## src/sv/irfe_pkg.sv

```systemverilog
// ---------------------------------------------------------------------------
// irfe_pkg
// shared types and constants of the ir remote frame encoder
// ---------------------------------------------------------------------------
package irfe_pkg;

    localparam int FRAME_W     = 16;
    localparam int UNITS_W     = 4;
    localparam int PAUSE_W     = 12;
    localparam int GAP_W       = 12;
    localparam int MARK_W      = 6;
    localparam int PUNIT_W     = 8;
    localparam int CFG_ADDR_W  = 3;
    localparam int CFG_DATA_W  = 12;
    localparam int SYM_IDX_W   = 5;
    localparam int QUEUE_DEPTH = 2;

    // index of the stop symbol within a frame
    localparam logic [SYM_IDX_W-1:0] SYM_STOP_IDX = SYM_IDX_W'(FRAME_W + 1);

    localparam logic [1:0] REQ_SINGLE_OUT = 2'd0;
    localparam logic [1:0] REQ_SINGLE_PIN = 2'd1;
    localparam logic [1:0] REQ_COMBO_SPD  = 2'd2;
    localparam logic [1:0] REQ_COMBO_PWM  = 2'd3;

    localparam logic [CFG_ADDR_W-1:0] REG_MARK_PERIODS = 3'd0;
    localparam logic [CFG_ADDR_W-1:0] REG_ZERO_GAP     = 3'd1;
    localparam logic [CFG_ADDR_W-1:0] REG_ONE_GAP      = 3'd2;
    localparam logic [CFG_ADDR_W-1:0] REG_SS_GAP       = 3'd3;
    localparam logic [CFG_ADDR_W-1:0] REG_PAUSE_UNIT   = 3'd4;

    localparam logic [MARK_W-1:0]  RST_MARK_PERIODS = 6'd7;
    localparam logic [GAP_W-1:0]   RST_ZERO_GAP     = 12'd260;
    localparam logic [GAP_W-1:0]   RST_ONE_GAP      = 12'd546;
    localparam logic [GAP_W-1:0]   RST_SS_GAP       = 12'd1014;
    localparam logic [PUNIT_W-1:0] RST_PAUSE_UNIT   = 8'd16;

    localparam logic [2:0] REPEAT_MAX = 3'd4;

    typedef struct packed {
        logic [1:0] req_type;
        logic [1:0] channel;
        logic [3:0] mode;
        logic [3:0] output_req;
        logic [3:0] step;
        logic [2:0] function_req;
        logic       pin;
        logic [3:0] blue;
        logic [3:0] red;
    } cmd_t;

    typedef struct packed {
        logic               sym_kind;
        logic               bit_value;
        logic [PAUSE_W-1:0] pause_ms;
        logic [MARK_W-1:0]  mark_len;
        logic [GAP_W-1:0]   gap_us;
        logic               last;
    } sym_t;

    typedef struct packed {
        logic [MARK_W-1:0]  mark_periods;
        logic [GAP_W-1:0]   zero_gap_us;
        logic [GAP_W-1:0]   one_gap_us;
        logic [GAP_W-1:0]   start_stop_gap_us;
        logic [PUNIT_W-1:0] pause_unit_ms;
    } cfg_t;

    typedef struct packed {
        logic [FRAME_W-1:0] frame;
        logic [UNITS_W-1:0] units;
    } qent_t;

endpackage

```

## src/sv/irfe_front.sv

```systemverilog
// ---------------------------------------------------------------------------
// irfe_front
// builds the frame of one command, tracks toggle and repeat state
// ---------------------------------------------------------------------------
module irfe_front
    import irfe_pkg::*;
(
    input  logic  clk,
    input  logic  rst_n,
    input  logic  accept,
    input  cmd_t  cmd,
    output qent_t entry
);

    logic [3:0]         toggle_reg;
    logic [3:0]         toggle_next;
    logic [FRAME_W-1:0] prev_frame_reg;
    logic [FRAME_W-1:0] prev_frame_next;
    logic [2:0]         repeat_reg;
    logic [2:0]         repeat_next;

    logic [3:0]         n1;
    logic [3:0]         n2;
    logic [3:0]         n3;
    logic [3:0]         n4;
    logic [FRAME_W-1:0] frame;
    logic [UNITS_W-1:0] units;
    logic               tog;

    assign tog = toggle_reg[cmd.channel];

    always_comb
    begin
        unique case (cmd.req_type)
            REQ_SINGLE_OUT:
            begin
                n1 = {tog, 1'b0, cmd.channel};
                n2 = 4'h4 | cmd.mode | cmd.output_req;
                n3 = cmd.step;
            end
            REQ_SINGLE_PIN:
            begin
                n1 = {tog, 1'b0, cmd.channel};
                n2 = cmd.mode;
                n3 = {cmd.pin, cmd.function_req};
            end
            REQ_COMBO_SPD:
            begin
                n1 = {2'b00, cmd.channel};
                n2 = 4'h1;
                n3 = cmd.blue | cmd.red;
            end
            default:
            begin
                n1 = {2'b01, cmd.channel};
                n2 = cmd.blue;
                n3 = cmd.red;
            end
        endcase
    end

    assign n4    = ~(n1 ^ n2 ^ n3);
    assign frame = {n1, n2, n3, n4};

    // pause units from channel and the repeat count before this frame
    always_comb
    begin
        unique case (repeat_reg)
            3'd0:       units = UNITS_W'(3'd4 - {1'b0, cmd.channel});
            3'd1, 3'd2: units = UNITS_W'(5);
            3'd3, 3'd4: units = UNITS_W'(6) + UNITS_W'({cmd.channel, 1'b0});
            default:    units = '0;
        endcase
    end

    assign entry.frame = frame;
    assign entry.units = units;

    always_comb
    begin
        toggle_next     = toggle_reg;
        prev_frame_next = prev_frame_reg;
        repeat_next     = repeat_reg;
        if (accept)
        begin
            if (frame == prev_frame_reg)
            begin
                if (repeat_reg < REPEAT_MAX)
                    repeat_next = repeat_reg + 3'd1;
            end
            else
            begin
                prev_frame_next = frame;
                repeat_next     = '0;
            end
            if (cmd.req_type == REQ_SINGLE_OUT || cmd.req_type == REQ_SINGLE_PIN)
                toggle_next[cmd.channel] = ~tog;
        end
    end

    always_ff @(posedge clk or negedge rst_n)
    begin
        if (!rst_n)
        begin
            toggle_reg     <= '0;
            prev_frame_reg <= '0;
            repeat_reg     <= '0;
        end
        else
        begin
            toggle_reg     <= toggle_next;
            prev_frame_reg <= prev_frame_next;
            repeat_reg     <= repeat_next;
        end
    end

endmodule

```

## src/sv/irfe_queue.sv

```systemverilog
// ---------------------------------------------------------------------------
// irfe_queue
// short queue of built frames between front and back
// ---------------------------------------------------------------------------
module irfe_queue
    import irfe_pkg::*;
#(
    parameter int DEPTH = QUEUE_DEPTH
)
(
    input  logic  clk,
    input  logic  rst_n,
    input  logic  wr,
    input  qent_t wdata,
    output logic  full,
    input  logic  rd,
    output qent_t rdata,
    output logic  valid
);

    localparam int ADDR_W = (DEPTH > 1) ? $clog2(DEPTH) : 1;
    localparam int CNT_W  = $clog2(DEPTH + 1);
    localparam logic [ADDR_W-1:0] PTR_LAST = ADDR_W'(DEPTH - 1);
    localparam logic [CNT_W-1:0]  CNT_FULL = CNT_W'(DEPTH);

    qent_t             mem_reg [DEPTH];
    logic [ADDR_W-1:0] wptr_reg;
    logic [ADDR_W-1:0] rptr_reg;
    logic [CNT_W-1:0]  cnt_reg;
    logic              do_wr;
    logic              do_rd;

    assign full  = (cnt_reg == CNT_FULL);
    assign valid = (cnt_reg != '0);
    assign do_wr = wr && !full;
    assign do_rd = rd && valid;
    assign rdata = mem_reg[rptr_reg];

    always_ff @(posedge clk)
    begin
        if (do_wr)
            mem_reg[wptr_reg] <= wdata;
    end

    always_ff @(posedge clk or negedge rst_n)
    begin
        if (!rst_n)
        begin
            wptr_reg <= '0;
            rptr_reg <= '0;
            cnt_reg  <= '0;
        end
        else
        begin
            if (do_wr)
                wptr_reg <= (wptr_reg == PTR_LAST) ? '0 : wptr_reg + 1'b1;
            if (do_rd)
                rptr_reg <= (rptr_reg == PTR_LAST) ? '0 : rptr_reg + 1'b1;
            if (do_wr && !do_rd)
                cnt_reg <= cnt_reg + 1'b1;
            else if (do_rd && !do_wr)
                cnt_reg <= cnt_reg - 1'b1;
        end
    end

endmodule

```

## src/sv/irfe_back.sv

```systemverilog
// ---------------------------------------------------------------------------
// irfe_back
// sequences start, sixteen data and stop symbols into the output register
// ---------------------------------------------------------------------------
module irfe_back
    import irfe_pkg::*;
(
    input  logic  clk,
    input  logic  rst_n,
    input  cfg_t  cfg,
    input  qent_t head,
    input  logic  head_valid,
    output logic  head_pop,
    output sym_t  sym,
    output logic  empty,
    input  logic  pop
);

    logic                 busy_reg;
    logic [SYM_IDX_W-1:0] idx_reg;
    logic [FRAME_W-1:0]   frame_reg;
    logic                 out_valid_reg;
    sym_t                 sym_reg;
    sym_t                 sym_next;
    logic                 slot_free;
    logic                 emit;
    logic                 at_stop;

    assign slot_free = !out_valid_reg || pop;
    assign emit      = slot_free && (busy_reg || head_valid);
    assign head_pop  = emit && !busy_reg;
    assign at_stop   = (idx_reg == SYM_STOP_IDX);

    always_comb
    begin
        sym_next          = '0;
        sym_next.mark_len = cfg.mark_periods;
        priority if (!busy_reg)
        begin
            sym_next.pause_ms = PAUSE_W'(head.units) * PAUSE_W'(cfg.pause_unit_ms);
            sym_next.gap_us   = cfg.start_stop_gap_us;
        end
        else if (at_stop)
        begin
            sym_next.gap_us = cfg.start_stop_gap_us;
            sym_next.last   = 1'b1;
        end
        else
        begin
            sym_next.sym_kind  = 1'b1;
            sym_next.bit_value = frame_reg[FRAME_W-1];
            sym_next.gap_us    = frame_reg[FRAME_W-1] ? cfg.one_gap_us : cfg.zero_gap_us;
        end
    end

    always_ff @(posedge clk)
    begin
        if (emit)
            sym_reg <= sym_next;
        if (head_pop)
            frame_reg <= head.frame;
        else if (emit && !at_stop)
            frame_reg <= {frame_reg[FRAME_W-2:0], 1'b0};
    end

    always_ff @(posedge clk or negedge rst_n)
    begin
        if (!rst_n)
        begin
            busy_reg      <= 1'b0;
            idx_reg       <= '0;
            out_valid_reg <= 1'b0;
        end
        else
        begin
            if (emit)
                out_valid_reg <= 1'b1;
            else if (pop)
                out_valid_reg <= 1'b0;
            if (head_pop)
            begin
                busy_reg <= 1'b1;
                idx_reg  <= SYM_IDX_W'(1);
            end
            else if (emit)
            begin
                if (at_stop)
                    busy_reg <= 1'b0;
                else
                    idx_reg <= idx_reg + 1'b1;
            end
        end
    end

    assign sym   = sym_reg;
    assign empty = !out_valid_reg;

endmodule

```

## src/sv/ir_remote_frame_encoder.sv

```systemverilog
// ---------------------------------------------------------------------------
// ir_remote_frame_encoder
// turns remote commands into 18-symbol pulse-distance frames
// ---------------------------------------------------------------------------
//  channel   direction  handshake             word
//  cmd       in         push / full           cmd_t, one command
//  sym       out        empty / pop           sym_t, one symbol
//  cfg       in         cfg_valid / cfg_ready cfg_addr + cfg_data, one register
//
//  each command yields 18 symbols, one per cycle while pop is held
//  a command occupies the symbol sequencer in the back part until its stop symbol
//  a command is taken while the frame queue has room
//  reset clears toggle bits, repeat tracking, queue and output register
//  a stalled output holds its symbol; commands keep queuing until full
// ---------------------------------------------------------------------------
module ir_remote_frame_encoder
    import irfe_pkg::*;
#(
    parameter int QDEPTH = QUEUE_DEPTH
)
(
    input  logic                  clk,
    input  logic                  rst_n,
    input  logic                  push,
    output logic                  full,
    input  cmd_t                  cmd,
    output logic                  empty,
    input  logic                  pop,
    output sym_t                  sym,
    input  logic                  cfg_valid,
    output logic                  cfg_ready,
    input  logic [CFG_ADDR_W-1:0] cfg_addr,
    input  logic [CFG_DATA_W-1:0] cfg_data
);

    cfg_t  cfg_reg;
    qent_t front_entry;
    qent_t q_head;
    logic  q_valid;
    logic  q_pop;
    logic  accept;

    assign cfg_ready = 1'b1;
    assign accept    = push && !full;

    always_ff @(posedge clk or negedge rst_n)
    begin
        if (!rst_n)
        begin
            cfg_reg.mark_periods      <= RST_MARK_PERIODS;
            cfg_reg.zero_gap_us       <= RST_ZERO_GAP;
            cfg_reg.one_gap_us        <= RST_ONE_GAP;
            cfg_reg.start_stop_gap_us <= RST_SS_GAP;
            cfg_reg.pause_unit_ms     <= RST_PAUSE_UNIT;
        end
        else if (cfg_valid && cfg_ready)
        begin
            unique case (cfg_addr)
                REG_MARK_PERIODS: cfg_reg.mark_periods      <= cfg_data[MARK_W-1:0];
                REG_ZERO_GAP:     cfg_reg.zero_gap_us       <= cfg_data[GAP_W-1:0];
                REG_ONE_GAP:      cfg_reg.one_gap_us        <= cfg_data[GAP_W-1:0];
                REG_SS_GAP:       cfg_reg.start_stop_gap_us <= cfg_data[GAP_W-1:0];
                REG_PAUSE_UNIT:   cfg_reg.pause_unit_ms     <= cfg_data[PUNIT_W-1:0];
                default:          cfg_reg                   <= cfg_reg;
            endcase
        end
    end

    irfe_front u_front (
        .clk    (clk),
        .rst_n  (rst_n),
        .accept (accept),
        .cmd    (cmd),
        .entry  (front_entry)
    );

    irfe_queue #(
        .DEPTH (QDEPTH)
    ) u_queue (
        .clk   (clk),
        .rst_n (rst_n),
        .wr    (push),
        .wdata (front_entry),
        .full  (full),
        .rd    (q_pop),
        .rdata (q_head),
        .valid (q_valid)
    );

    irfe_back u_back (
        .clk        (clk),
        .rst_n      (rst_n),
        .cfg        (cfg_reg),
        .head       (q_head),
        .head_valid (q_valid),
        .head_pop   (q_pop),
        .sym        (sym),
        .empty      (empty),
        .pop        (pop)
    );

endmodule

```

## config.mk

```make
export PLATFORM = sky130hd
export DESIGN_NAME = ir_remote_frame_encoder
export DESIGN_NICKNAME = d
export VERILOG_FILES = /design/src/sv/irfe_pkg.sv /design/src/sv/irfe_front.sv /design/src/sv/irfe_queue.sv /design/src/sv/irfe_back.sv /design/src/sv/ir_remote_frame_encoder.sv
export SDC_FILE = /design/constraint.sdc
export NUM_CORES = 1
export LEC_CHECK = 0
export BUFFER_PORTS_ARGS = -buffer_cell sky130_fd_sc_hd__buf_2
export CAP_MARGIN = 25
export CORE_MARGIN = 4
export CORE_UTILIZATION = 35
export DETAILED_ROUTE_END_ITERATION = 6
export PLACE_DENSITY_LB_ADDON = 0.2
export SETUP_SLACK_MARGIN = 0.1
export SLEW_MARGIN = 30
export SYNTH_ARGS = -nofsm -noshare
export SYNTH_HDL_FRONTEND = slang
export SYNTH_SLANG_ARGS = --single-unit
```

## constraint.sdc

```tcl
create_clock -name clk -period 5.79 [get_ports clk]
set_input_delay 0.579 -clock clk [delete_from_list [all_inputs] [get_ports clk]]
set_output_delay 0.579 -clock clk [all_outputs]
set_load 0.1 [all_outputs]
```

==> summary.md <==
| Metric | Value |
|---|---|
| Register bit total from synthesis | `173` |
| Final weighted congestion in routability-driven placement | `0.798` |
| Post-cts sizing count | `0` |
| Top post-synthesis cells by count | `edfxtp_1, dfrtp_1, mux2_2, nor2_1, a21oi_1` |
| Final hold vios | `0` |
| Chip width | `165 um` |
| Adder-Cell Fraction of Synth Area | `0.0667` |
| Element type at the critical path end | `register` |
| Max_slew headroom | `0.417` |
| Largest family of logic cells by synthesized area | `multiplexers` |
| Fin. max-slew vios | `0` |
| Die area | `27400 sq um` |
| WHS | `89.2 ps` |
| Crit path max fanout | `8` |
| Ports | `84` |
| Dpl cells | `1072` |
| Die boundary height | `165 um` |
| Netlist Area Pre-Place | `8670 sq um` |
| Vias per Instance | `4.87` |
| VDD IR max | `0.325 mV` |
| Crit path time final | `4440 ps` |
| Peak Freq | `225 MHz` |
| Async S/R FF share, synth | `0.486` |
| Total track usage | `0.132` |
| Clock slew at reported path FFs | `70 ps` |
| H-tree Lvls | `4` |
| ANT cells | `0` |
| Max-cap violations | `0` |
| GR Overflow Total | `0` |
| Leak pwr | `4.24 nW` |
| P per Cell Area | `528 nW/um^2` |
| Hold WC Path Type | `primary input to async pin` |
| # port buffers | `81` |
| Syn Nets | `774` |
| Main synth FF type | `edfxtp_1` |
| Worst Path Arrival | `4610 ps` |
| Yosys top cell by area | `edfxtp_1` |
| Clock Latency Late Sink | `420 ps` |
| Least-Margin Pin Slew | `875 ps` |
| Most common cell in the synthesized netlist | `edfxtp_1` |
| CTS Buf Count | `17` |
| Crit start category | `register` |
| Synth cell types | `64` |
| Sw Ratio | `0.406` |
| WL final | `17.1 mm` |
| Sw Pwr | `2.14 mW` |
| Worst EP required | `5960 ps` |
| Vias in the first global route | `5646` |
| Nets | `854` |
| Pre-antenna DRT Iters | `6` |
| Row cnt | `57` |
| Yosys warns | `0` |
| First-pass GRT wire length | `28.4 mm` |
| DP Wirelength | `12.3 mm` |
| Final period util | `0.768` |
| Power Internal | `3.14 mW` |
| TritonCTS clock tree | `done` |
| Setup violations, final | `0` |
| Cell count after synthesis | `687` |
| Final Skew | `9.16 ps` |
| Gate power share | `0.417` |
| Layout cells sized above 1 | `0.278` |
| Compound-Gate Fraction of Synth Area | `0.0747` |
| Sink Count | `173` |
| Initial antenna violation count | `0` |
| # fillers | `2296` |
| CTS Hold Bufs | `0` |
| Detailed-route via count | `5376` |
| Synth Area in Simple Gates | `0.105` |
| DRC violations left | `0` |
| Number of synthesized flops with an enable pin | `89` |
| Flop pwr share | `0.378` |
| Synth Area in XOR/XNOR | `0.0320` |
| Clk root buf | `clkbuf_16` |
| Top-area cell type share of the netlist area | `0.308` |
| RSZ-0062 raised after global routing | `no` |
| Largest net degree at the start of global routing | `53` |
| Layout area overhead | `15.4%` |
| Setup Buffers After CTS | `0` |
| Top post-synthesis cells by area | `edfxtp_1, dfrtp_1, mux2_2` |
| Core region area | `24300 sq um` |
| Setup TNS | `0 ps` |
| Syn avg cell area | `12.6 sq um` |
| Routed WL per cell | `15.4 um` |
| Status | `complete, no violations` |
| Seq/Total Area, Yosys | `0.553` |
| Clock group share of total power | `0.206` |
| Iter 0 DRT Violations | `276` |
| Final Util | `0.411` |
| Max reg flops | `50` |
| Worst setup path class | `register to register` |
| Routed Antenna Nets | `0` |
| Post-synthesis mux area share | `0.134` |
| Initial Utilization | `0.357` |
| Final Instance Count excl. Fillers | `1104` |
| CTS max path bufs | `2` |
==> worst max-delay path: stages (launching register included) <==
cell      delay [ps]
dfrtp_1          470
mux2i_1          640
nor2b_1          150
fa_1             540
inv_1             50
fa_1             520
inv_1             40
ha_1             310
nor2b_1          150
o21ai_0          200
a21boi_0         160
o21ai_0          170
nand2b_1         100
a21o_1           180
a21oi_1          160
mux2_2           350
==> power groups by stage <==
stage          clock (mW)  combinational [mW]  sequential (mW)
2_1_floorplan           0                1.28             2.52
3_5_place_dp            0                2.22             2.03
3_3_place_gp            0                2.18             2.00
4_1_cts              1.12                2.23             2.00
5_1_grt              1.18                2.44             2.05
6_report             1.09                2.20             2.00
==> stage by stage <==
stage / power (mW) / setup WS, ps / instance area, sq um
CTS: 5.36 / 1340 / 9990
finish: 5.29 / 1350 / 10000
floorplan: 3.80 / 1420 / 8670
global placement: 4.19 / 1450 / 9420
detailed placement: 4.25 / 1360 / 9430
global route: 5.66 / 974 / 10000
==> metal layers <==
layer	global-route usage	vias to the layer above	part of all wire
li1	-	2594	-
met1	0.173	2662	0.47
met2	0.222	106	0.49
met3	0.0285	14	0.037
met4	0.0352	0	0.011
met5	0	-	0
==> placed cells by master, fill, tap and decap left out, types with 3 or more instances in the layout <==
cell       count
clkbuf_1       4
clkbuf_16     19
and2_1         6
dfrtp_1       67
o211ai_1       5
mux2_2        58
nor2_1        55
nand3_1        7
inv_1         39
a21o_1         7
xnor2_1       17
nor4_1         3
and3_1         6
dfstp_2       17
nor2b_1       32
a31oi_1        6
a22oi_1        4
nand2b_1      11
o21ai_0        7
a211oi_1       3
a21oi_1       41
nor3_1         9
ha_1          27
xor2_1         9
nand2_1       30
buf_4         10
mux2i_1       35
mux2_4         9
nor4bb_2       3
fa_1          12
buf_2         80
edfxtp_1      89
==> final timing paths <==
kind | from | slack (ps) | to | cells after the start
worst max-delay path | u_queue.rptr_reg | 1350 | u_back.sym[29] | 15
worst min-delay path | rst_n | 90 | cfg_reg[18] | 1
worst max register to register | u_queue.rptr_reg | 1350 | u_back.sym[29] | 15
worst min register to register | cfg_reg[49] | 450 | u_back.sym[18] | 0
max in group asynchronous | rst_n | 4630 | u_back.idx_reg[2] | 2
min in group clk | cfg_data[10] | 420 | cfg_reg[42] | 2
==> cell families (layout without fill, tap and decap cells) <==
logic type | after synthesis | count (layout)
AOI/OAI and AO/OA | 97 | 97
muxes | 103 | 103
xor gates and xnor gates | 28 | 28
adders and majority gates | 39 | 39
buffers and inverters | 68 | 161
and+or+nand+nor | 178 | 178
other | 1 | 1
DFF | 173 | 173
==> area by class of cell <==
cell class	count	area, sq um	area share
Clock inverter	7	48.8	0.00488
Sequential cell	173	4800	0.479
Clock buffer	25	518	0.0518
Inverter	39	146	0.0146
Tap cell	324	405	0.0405
Multi-Input combinational cell	446	3620	0.361
Timing Repair Buffer	90	475	0.0475
Note: power is estimated with default switching activity, not from simulation.
